--- src/hdl/dqb_pkg.sv ---
`default_nettype none
// ----------------------------------------------------------------------------
// dqb_pkg
// shared types and constants of the dns query builder: beat payloads,
// sequencer states and configuration register map
// ----------------------------------------------------------------------------
package dqb_pkg;

    localparam int MAX_LABEL_DEF = 32;
    localparam int HDR_BYTES     = 12;
    localparam int TAIL_BYTES    = 5;
    localparam int CFG_ADDR_W    = 4;

    localparam logic [7:0] DOT_CHAR = 8'h2E;

    typedef logic [7:0] byte_t;

    typedef struct packed {
        logic [7:0] name_char;
        logic       is_last_char;
    } in_beat_t;

    typedef struct packed {
        logic [7:0] packet_byte;
        logic       end_of_packet;
        logic       label_overflow;
    } out_beat_t;

    typedef enum logic [1:0] {
        REG_TRANSACTION_ID    = 2'd0,
        REG_RECURSION_DESIRED = 2'd1,
        REG_QUERY_TYPE        = 2'd2,
        REG_QUERY_CLASS       = 2'd3
    } cfg_reg_t;

    typedef enum logic [2:0] {
        S_IDLE,
        S_HDR,
        S_PROC,
        S_FLEN,
        S_FDATA,
        S_TAIL
    } state_t;

endpackage
`default_nettype wire

--- src/hdl/dns_query_builder.sv ---
`default_nettype none
// ----------------------------------------------------------------------------
// dns_query_builder
// turns a dotted domain name, one character per beat, into the bytes of a
// dns query packet
// ----------------------------------------------------------------------------
// The first character of a name starts a packet with the 12-byte header
// (transaction id, flags with the rd bit, one question, zero other counts).
// Characters collect in a row of MAX_LABEL byte cells until a dot or the last
// character; each non-empty label then leaves as a length byte and its
// characters, drained from the head of the row one cell shift per byte.
// Characters beyond MAX_LABEL in a label are dropped and flagged in
// label_overflow on the end beat. The last character is followed by a zero
// byte, query type and query class. Output is one byte per cycle through an
// output register while the output side does not stall; a plain character
// is accepted, then stored, the first character of a name adds the header,
// a dot adds the length byte and the label, and the last character adds
// those and the five tail bytes. The input is stalled while a character
// is being worked on. Register writes apply to bytes emitted after the
// write; write them only between names.
// ----------------------------------------------------------------------------
module dns_query_builder #(
    parameter int MAX_LABEL = dqb_pkg::MAX_LABEL_DEF
) (
    input  wire logic                           clk,
    input  wire logic                           rst_n,
    // name characters
    input  wire logic                           in_valid,
    output logic                                in_stall,
    input  wire dqb_pkg::in_beat_t              in_data,
    // packet bytes
    output logic                                out_valid,
    input  wire logic                           out_stall,
    output dqb_pkg::out_beat_t                  out_data,
    // configuration
    input  wire logic                           psel,
    input  wire logic                           penable,
    input  wire logic                           pwrite,
    input  wire logic [dqb_pkg::CFG_ADDR_W-1:0] paddr,
    input  wire logic [31:0]                    pwdata,
    output logic [31:0]                         prdata,
    output logic                                pready
);

    localparam int LEN_W = $clog2(MAX_LABEL + 1);

    // configuration registers
    logic [15:0] tid_reg;
    logic        rd_reg;
    logic [15:0] qtype_reg;
    logic [15:0] qclass_reg;

    dqb_pkg::cfg_reg_t cfg_sel;
    logic              cfg_wr;

    assign pready  = 1'b1;
    assign cfg_sel = dqb_pkg::cfg_reg_t'(paddr[3:2]);
    assign cfg_wr  = psel && penable && pwrite && pready;

    always_ff @(posedge clk or negedge rst_n)
    begin
        if (!rst_n)
        begin
            tid_reg    <= 16'h0000;
            rd_reg     <= 1'b1;
            qtype_reg  <= 16'h0001;
            qclass_reg <= 16'h0001;
        end
        else if (cfg_wr)
        begin
            unique case (cfg_sel)
                dqb_pkg::REG_TRANSACTION_ID:    tid_reg    <= pwdata[15:0];
                dqb_pkg::REG_RECURSION_DESIRED: rd_reg     <= pwdata[0];
                dqb_pkg::REG_QUERY_TYPE:        qtype_reg  <= pwdata[15:0];
                dqb_pkg::REG_QUERY_CLASS:       qclass_reg <= pwdata[15:0];
                default:                        ;
            endcase
        end
    end

    always_comb
    begin
        unique case (cfg_sel)
            dqb_pkg::REG_TRANSACTION_ID:    prdata = {16'h0000, tid_reg};
            dqb_pkg::REG_RECURSION_DESIRED: prdata = {31'h0, rd_reg};
            dqb_pkg::REG_QUERY_TYPE:        prdata = {16'h0000, qtype_reg};
            dqb_pkg::REG_QUERY_CLASS:       prdata = {16'h0000, qclass_reg};
            default:                        prdata = 32'h0;
        endcase
    end

    // sequencer state
    dqb_pkg::state_t    state_reg, state_next;
    logic [3:0]         cnt_reg, cnt_next;
    logic [LEN_W-1:0]   len_reg, len_next;
    logic               hdr_sent_reg, hdr_sent_next;
    logic               ovf_reg, ovf_next;
    dqb_pkg::byte_t     ch_reg, ch_next;
    logic               last_reg, last_next;
    logic               out_valid_reg, out_valid_next;
    dqb_pkg::out_beat_t out_data_reg, out_data_next;

    // label row control
    logic           wr_en;
    logic           shift;
    dqb_pkg::byte_t head;

    // scratch for the comb block
    logic             out_load;
    logic             is_dot;
    logic             do_store;
    logic [LEN_W-1:0] len_new;
    dqb_pkg::byte_t   hdr_byte;
    dqb_pkg::byte_t   tail_byte;

    dqb_label_chain #(
        .MAX_LABEL (MAX_LABEL)
    ) u_chain (
        .clk     (clk),
        .wr_en   (wr_en),
        .wr_pos  (len_reg),
        .wr_data (ch_reg),
        .shift   (shift),
        .head    (head)
    );

    // header byte for the current count
    always_comb
    begin
        case (cnt_reg)
            4'd0:    hdr_byte = tid_reg[15:8];
            4'd1:    hdr_byte = tid_reg[7:0];
            4'd2:    hdr_byte = {7'h00, rd_reg};
            4'd5:    hdr_byte = 8'h01;
            default: hdr_byte = 8'h00;
        endcase
    end

    // question tail: root label, type, class
    always_comb
    begin
        case (cnt_reg)
            4'd1:    tail_byte = qtype_reg[15:8];
            4'd2:    tail_byte = qtype_reg[7:0];
            4'd3:    tail_byte = qclass_reg[15:8];
            4'd4:    tail_byte = qclass_reg[7:0];
            default: tail_byte = 8'h00;
        endcase
    end

    always_ff @(posedge clk or negedge rst_n)
    begin
        if (!rst_n)
        begin
            state_reg     <= dqb_pkg::S_IDLE;
            cnt_reg       <= '0;
            len_reg       <= '0;
            hdr_sent_reg  <= 1'b0;
            ovf_reg       <= 1'b0;
            out_valid_reg <= 1'b0;
        end
        else
        begin
            state_reg     <= state_next;
            cnt_reg       <= cnt_next;
            len_reg       <= len_next;
            hdr_sent_reg  <= hdr_sent_next;
            ovf_reg       <= ovf_next;
            out_valid_reg <= out_valid_next;
        end
    end

    // payload registers
    always_ff @(posedge clk)
    begin
        ch_reg       <= ch_next;
        last_reg     <= last_next;
        out_data_reg <= out_data_next;
    end

    always_comb
    begin
        state_next     = state_reg;
        cnt_next       = cnt_reg;
        len_next       = len_reg;
        hdr_sent_next  = hdr_sent_reg;
        ovf_next       = ovf_reg;
        ch_next        = ch_reg;
        last_next      = last_reg;
        out_valid_next = out_valid_reg;
        out_data_next  = out_data_reg;
        wr_en          = 1'b0;
        shift          = 1'b0;
        in_stall       = (state_reg != dqb_pkg::S_IDLE);
        out_load       = !out_valid_reg || !out_stall;
        is_dot         = (ch_reg == dqb_pkg::DOT_CHAR);
        do_store       = !is_dot && (len_reg < LEN_W'(MAX_LABEL));
        len_new        = do_store ? len_reg + 1'b1 : len_reg;

        // beat taken downstream
        if (out_valid_reg && !out_stall)
        begin
            out_valid_next = 1'b0;
        end

        unique case (state_reg)
            dqb_pkg::S_IDLE:
            begin
                if (in_valid)
                begin
                    ch_next    = in_data.name_char;
                    last_next  = in_data.is_last_char;
                    cnt_next   = '0;
                    state_next = hdr_sent_reg ? dqb_pkg::S_PROC : dqb_pkg::S_HDR;
                end
            end
            dqb_pkg::S_HDR:
            begin
                if (out_load)
                begin
                    out_valid_next = 1'b1;
                    out_data_next  = '{packet_byte: hdr_byte, end_of_packet: 1'b0,
                                       label_overflow: 1'b0};
                    cnt_next       = cnt_reg + 1'b1;
                    if (cnt_reg == 4'(dqb_pkg::HDR_BYTES - 1))
                    begin
                        hdr_sent_next = 1'b1;
                        state_next    = dqb_pkg::S_PROC;
                    end
                end
            end
            dqb_pkg::S_PROC:
            begin
                wr_en    = do_store;
                len_next = len_new;
                if (!is_dot && !do_store)
                begin
                    ovf_next = 1'b1;
                end
                cnt_next = '0;
                if ((is_dot || last_reg) && (len_new != '0))
                begin
                    state_next = dqb_pkg::S_FLEN;
                end
                else if (last_reg)
                begin
                    state_next = dqb_pkg::S_TAIL;
                end
                else
                begin
                    state_next = dqb_pkg::S_IDLE;
                end
            end
            dqb_pkg::S_FLEN:
            begin
                if (out_load)
                begin
                    out_valid_next = 1'b1;
                    out_data_next  = '{packet_byte: 8'(len_reg), end_of_packet: 1'b0,
                                       label_overflow: 1'b0};
                    state_next     = dqb_pkg::S_FDATA;
                end
            end
            dqb_pkg::S_FDATA:
            begin
                if (out_load)
                begin
                    out_valid_next = 1'b1;
                    out_data_next  = '{packet_byte: head, end_of_packet: 1'b0,
                                       label_overflow: 1'b0};
                    shift          = 1'b1;
                    len_next       = len_reg - 1'b1;
                    if (len_reg == LEN_W'(1))
                    begin
                        cnt_next   = '0;
                        state_next = last_reg ? dqb_pkg::S_TAIL : dqb_pkg::S_IDLE;
                    end
                end
            end
            dqb_pkg::S_TAIL:
            begin
                if (out_load)
                begin
                    out_valid_next = 1'b1;
                    out_data_next  = '{packet_byte: tail_byte,
                                       end_of_packet:
                                           (cnt_reg == 4'(dqb_pkg::TAIL_BYTES - 1)),
                                       label_overflow:
                                           (cnt_reg == 4'(dqb_pkg::TAIL_BYTES - 1))
                                           && ovf_reg};
                    cnt_next       = cnt_reg + 1'b1;
                    if (cnt_reg == 4'(dqb_pkg::TAIL_BYTES - 1))
                    begin
                        // packet done, next character opens a new one
                        hdr_sent_next = 1'b0;
                        ovf_next      = 1'b0;
                        len_next      = '0;
                        state_next    = dqb_pkg::S_IDLE;
                    end
                end
            end
            default:
            begin
                state_next = dqb_pkg::S_IDLE;
            end
        endcase
    end

    assign out_valid = out_valid_reg;
    assign out_data  = out_data_reg;

`ifndef SYNTHESIS
    // overflow flag only ever rides on the end beat
    a_ovf_on_end: assert property (@(posedge clk) disable iff (!rst_n)
        out_valid |-> (!out_data.label_overflow || out_data.end_of_packet))
        else $error("label_overflow outside end beat");

    // label fill never runs past the row
    a_len_bound: assert property (@(posedge clk) disable iff (!rst_n)
        len_reg <= LEN_W'(MAX_LABEL))
        else $error("label length beyond row");

    // draining only happens with bytes left in the row
    a_drain_nonempty: assert property (@(posedge clk) disable iff (!rst_n)
        (state_reg == dqb_pkg::S_FDATA) |-> (len_reg != '0))
        else $error("drain of empty label");

    // the end beat rearms the header for the next name
    a_end_rearms: assert property (@(posedge clk) disable iff (!rst_n)
        (state_reg == dqb_pkg::S_TAIL && out_load
         && cnt_reg == 4'(dqb_pkg::TAIL_BYTES - 1))
        |=> (!hdr_sent_reg && !ovf_reg && len_reg == '0))
        else $error("packet state not cleared after end beat");
`endif

endmodule
`default_nettype wire

--- src/hdl/dqb_cell.sv ---
`default_nettype none
// ----------------------------------------------------------------------------
// dqb_cell
// one byte of the label buffer: loads a new character or takes the byte of
// its right-hand neighbor while the label drains
// ----------------------------------------------------------------------------
module dqb_cell (
    input  wire logic          clk,
    input  wire logic          load,
    input  wire logic          shift,
    input  wire dqb_pkg::byte_t din,
    input  wire dqb_pkg::byte_t from_next,
    output dqb_pkg::byte_t     q
);

    dqb_pkg::byte_t q_reg;

    always_ff @(posedge clk)
    begin
        if (load)
        begin
            q_reg <= din;
        end
        else if (shift)
        begin
            q_reg <= from_next;
        end
    end

    assign q = q_reg;

endmodule
`default_nettype wire

--- src/hdl/dqb_label_chain.sv ---
`default_nettype none
// ----------------------------------------------------------------------------
// dqb_label_chain
// row of byte cells holding the current label; writes land at the fill
// position, reads come from cell zero as the row shifts toward it
// ----------------------------------------------------------------------------
module dqb_label_chain #(
    parameter int MAX_LABEL = dqb_pkg::MAX_LABEL_DEF,
    localparam int LEN_W    = $clog2(MAX_LABEL + 1)
) (
    input  wire logic             clk,
    input  wire logic             wr_en,
    input  wire logic [LEN_W-1:0] wr_pos,
    input  wire dqb_pkg::byte_t   wr_data,
    input  wire logic             shift,
    output dqb_pkg::byte_t        head
);

    dqb_pkg::byte_t cell_q [MAX_LABEL+1];

    // past the end of the row, zero shifts in
    assign cell_q[MAX_LABEL] = 8'h00;

    for (genvar i = 0; i < MAX_LABEL; i++)
    begin : g_cell
        dqb_cell u_cell (
            .clk       (clk),
            .load      (wr_en && (wr_pos == LEN_W'(i))),
            .shift     (shift),
            .din       (wr_data),
            .from_next (cell_q[i+1]),
            .q         (cell_q[i])
        );
    end

    assign head = cell_q[0];

endmodule
`default_nettype wire

--- config.mk ---
export PLATFORM = sky130hd
export DESIGN_NAME = dns_query_builder
export DESIGN_NICKNAME = d
export VERILOG_FILES = /design/src/hdl/dqb_pkg.sv /design/src/hdl/dns_query_builder.sv /design/src/hdl/dqb_cell.sv /design/src/hdl/dqb_label_chain.sv
export SDC_FILE = /design/constraint.sdc
export NUM_CORES = 1
export LEC_CHECK = 0
export BUFFER_PORTS_ARGS = -buffer_cell sky130_fd_sc_hd__buf_2
export CAP_MARGIN = 20
export CORE_MARGIN = 10
export CORE_UTILIZATION = 30
export CTS_CLUSTER_SIZE = 30
export DETAILED_ROUTE_END_ITERATION = 8
export GPL_TIMING_DRIVEN = 0
export HOLD_SLACK_MARGIN = 0.02
export PLACE_DENSITY_LB_ADDON = 0.12
export SYNTH_ARGS = -nofsm -noshare
export SYNTH_HDL_FRONTEND = slang
export SYNTH_SLANG_ARGS = --single-unit
--- constraint.sdc ---
create_clock -name clk -period 7.57 [get_ports clk]
set_input_delay 0.3785 -clock clk [delete_from_list [all_inputs] [get_ports clk]]
set_output_delay 0.3785 -clock clk [all_outputs]
set_load 0.1 [all_outputs]
==> PnR_summary.wiki <==
{| class="wikitable"
! Metric !! Value
|-
| Class of the worst hold path || in -> reg
|-
| Post-Syn Area per Cell || around 15 um^2
|-
| Clock latency reported for the late side of the worst-skew pair || 560 ps
|-
| Cells along the critical path || clkbuf_1, nand2b_1, nor2_1, nand2_1, clkbuf_1, clkbuf_1, nand2_1
|-
| Net Switching || 2.249 mW
|-
| Clock root buffer master || clkbuf_16
|-
| Initial detailed-routing violation count || 476
|-
| Unrepaired setup endpoints after global routing || no
|-
| Crit path max fanout || 10
|-
| Maximum number of buffers from clock root to sink || 3
|-
| Worst setup SP type || flip-flop
|-
| Tightest slew margin relative to the limit || 36.75%
|-
| Simple-Gate Fraction of Synth Area || 5.733%
|-
| Compound-Gate Fraction of Synth Area || 5.749%
|-
| Yosys Warn Count || 0
|-
| Initial antenna violation count || 1
|-
| Most area-hungry cell type in the Yosys netlist || edfxtp_1
|-
| Setup TNS Final || 0 ps
|-
| Total count of max-transition violations in the final report || 0
|-
| Highest cell delay on the worst timing path || 700 ps
|-
| Synth area leaders || edfxtp_1 52%, mux2_2 22%, dfrtp_1 9.8%
|-
| Number of cells produced by synthesis || 1044
|-
| Number of cells in the design after placement || 1819
|-
| Count of input and output buffers || between 60 and 70
|-
| Number of primary I/O pins || 97
|-
| Starting Density || 30.23%
|-
| Filler cells || 5090
|-
| CTS tree || built
|-
| Part of the cycle the worst path needs || 42.81%
|-
| Inserted Clock Buffers || 40
|-
| Shortest clock period the worst path allows after layout || 3241 ps
|-
| Die Width || 249.7 um
|-
| Final Instance Area || 18570 um^2
|-
| Type of the worst setup path || reg -> reg
|-
| H-tree Lvls || 2
|-
| Data required time of the critical path || 7770 ps
|-
| Final routed wire length divided by cell count || 21.58 um
|-
| Number of antenna-violating nets in the routed design || 0
|-
| Max reg flops || 256
|-
| Worst Max-Slew Pin Slew || 948.7 ps
|-
| Area share of the largest cell type after synthesis || 52.19%
|-
| Register bit count reported by yosys || 340
|-
| Pin count of the biggest net entering global routing || 57
|-
| Final wirelength || 41090 um
|-
| Post-detailed-route via-to-cell ratio || 4.842
|-
| Crit. End Element || flip-flop
|-
| Combinational family with the most area after synthesis || multiplexers
|-
| Most numerous cell types in the synthesized netlist || 309 x mux2_2, 275 x edfxtp_1, 62 x dfrtp_1, 55 x clkbuf_1, 50 x nand2_1
|-
| Share of post-route cells with drive strength above 1 || roughly two fifths
|-
| Number of remaining DRC errors || 0
|-
| Post-synthesis xor/xnor area fraction || 0.1107%
|-
| HPWL reported at the end of detailed placement || 28620 um
|-
| Placed cell areas || 17180 um^2
|-
| Remaining Overflow, GRT || 0
|-
| Finished Layout Cells || 1904
|-
| Number of synthesized flops with an enable pin || 275
|-
| Final hold violations || 0
|-
| Overall power after layout || approximately 6.4 mW
|-
| Sequential cell area fraction in the yosys report || around 62%
|-
| Share of async-settable or async-resettable flops after synthesis || 19.12%
|-
| First-pass GRT wire length || 62500 um
|-
| F_max || 308.5 MHz
|-
| Worst-path cell with the longest stage delay || clkbuf_1
|-
| CTS sink count || 340
|-
| Total GRT Usage || between 10 and 15%
|-
| Pre-antenna DRT Iters || 5
|-
| Cell with the most instances after synthesis || mux2_2
|-
| Area growth from synthesis to layout || 17.36%
|-
| CORE AREA || 52340 um^2
|-
| Vias after detailed routing || 9220
|-
| Post-layout net count || 1248
|-
| Die area || 62330 um^2
|-
| Net switching fraction of the power || 35.26%
|-
| Leakage || 6.694 nW
|-
| Number of gates given a new drive strength after cts || 0
|-
| Leading register cell type out of synthesis || edfxtp_1
|-
| Power share of the clock group || 29.7%
|-
| Top cell by count, worst path || clkbuf_1
|-
| Number of antenna diodes || 0
|-
| Number of unique standard cell types used by synthesis || between 60 and 70
|-
| Count of final setup violators || 0
|-
| Power Internal || approximately 4.1 mW
|-
| Power density over cell area || about 340 nW/um^2
|-
| Logic pwr share || between 20 and 30%
|-
| Fraction of synthesized area in multiplexers || 22.60%
|-
| Maximum capacitance violations || 0
|-
| Data arrival time of the critical path || around 3400 ps
|-
| Highest ir drop seen on vdd || 151.6 uV
|-
| Syn Std Cell Area || 15820 um^2
|-
| Outcome || completed
|-
| Clk_skew || about 18 ps
|-
| Number of global-route vias before repair || 9893
|-
| Clock-pin transition on the worst setup and hold timing paths || 60 ps
|-
| Die Ht || 249.7 um
|-
| Proportion of power drawn by flip-flops and latches || 41.4%
|-
| Synthesized-area fraction occupied by adder cells || 0.7117%
|-
| Number of placement rows || 84
|-
| Placer's final routability congestion estimate || 0.7750
|}
[final timing paths]
kind                                           startpoint                              to  slack (ps)  depth (start not counted)
setup / recovery                             state_reg[2]  u_chain.g_cell[22].u_cell.q[0]        4330                          7
hold / removal                                  pwdata[2]                   qclass_reg[2]          80                          2
setup reg to reg                             state_reg[2]  u_chain.g_cell[22].u_cell.q[0]        4330                          7
hold reg to reg            u_chain.g_cell[12].u_cell.q[7]  u_chain.g_cell[11].u_cell.q[7]         520                          1
max in group asynchronous                           rst_n                   qclass_reg[0]        6780                          3
min in group asynchronous                           rst_n                     tid_reg[15]         210                          2
[worst max-delay path, delay by kind of cell, from the launching register on]
kind	cells	cell delay [ps]
buf+inv	3	1350
flops	1	400
simple gates	4	1140
[metrics by stage]
stage	hold slack, ps	util, %	worst slack (ps)
floorplan	82.91	-	5075
global placement	501.0	32.57	4235
detailed placement	227.8	32.82	4302
CTS	52.68	35.43	4291
global route	76.92	35.48	4085
finish	83.84	35.48	4329
[layout make-up]
| cell class | instances | area [um^2] | area share (%) |
|---|---|---|---|
| clock inverters | 18 | 145.1 | 0.7816 |
| inverters | 11 | 41.29 | 0.2224 |
| clock buffers | 53 | 1122 | 6.044 |
| repair buffers | 86 | 524.3 | 2.823 |
| multi-input cells | 630 | 5624 | 30.29 |
| plain buffers | 78 | 362.8 | 1.954 |
| well taps | 688 | 860.8 | 4.636 |
| flip-flops and latches | 340 | 9888 | 53.25 |
[power by group through the flow]
stage / sequential, mW / combinational, mW / clock (mW)
after floorplan: 2.82 / 1.13 / 0
after detailed placement: 2.68 / 1.85 / 0
after global placement: 2.68 / 1.81 / 0
after CTS: 2.64 / 1.87 / 1.95
final: 2.64 / 1.85 / 1.89
after global routing: 2.67 / 1.99 / 2.02
[kinds of logic after synthesis]
| logic type | after synthesis |
|---|---|
| mux | 317 |
| compound gates | 125 |
| flops | 340 |
| simple gates | 160 |
| buf+inv | 89 |
| fa+ha+maj | 9 |
| other cells | 2 |
| xor+xnor | 2 |
[layer usage]
layer  track usage (%)  share of wire, %  up-vias  wire length (um)
li1                  -                 -     4297                 -
met1             16.17                44     4677             18180
met2             22.23                50      184             20340
met3             2.217               3.7       62              1522
met4             4.416               2.6        0              1048
met5                 0                 0        -                 0
[repair_timing]
item	CTS	global route
hold endpoints to repair	71	0
setup buffers	0	0
hold buffers	10	0
[cell usage in the layout (no fill, tap or decap), types with 7 or more instances in the layout]
cell type      netlist  final
mux2_2             309    309
edfxtp_1           275    275
buf_2                5     73
clkbuf_1            55     63
dfrtp_1             62     62
nand2_1             50     50
clkbuf_16            0     42
o21ai_0             34     34
a22o_1              31     31
buf_4               17     21
nor2_1              19     19
conb_1               2     17
a21oi_1             15     15
nand3_1             13     13
and2_1              12     12
inv_1               10     10
dlygate4sd3_1        0     10
clkinv_1             1      9
nor2_2               9      9
ha_1                 9      9
a221oi_1             8      8
nand2b_1             7      7
and3_1               7      7
Power figures use the tool's default switching activity.
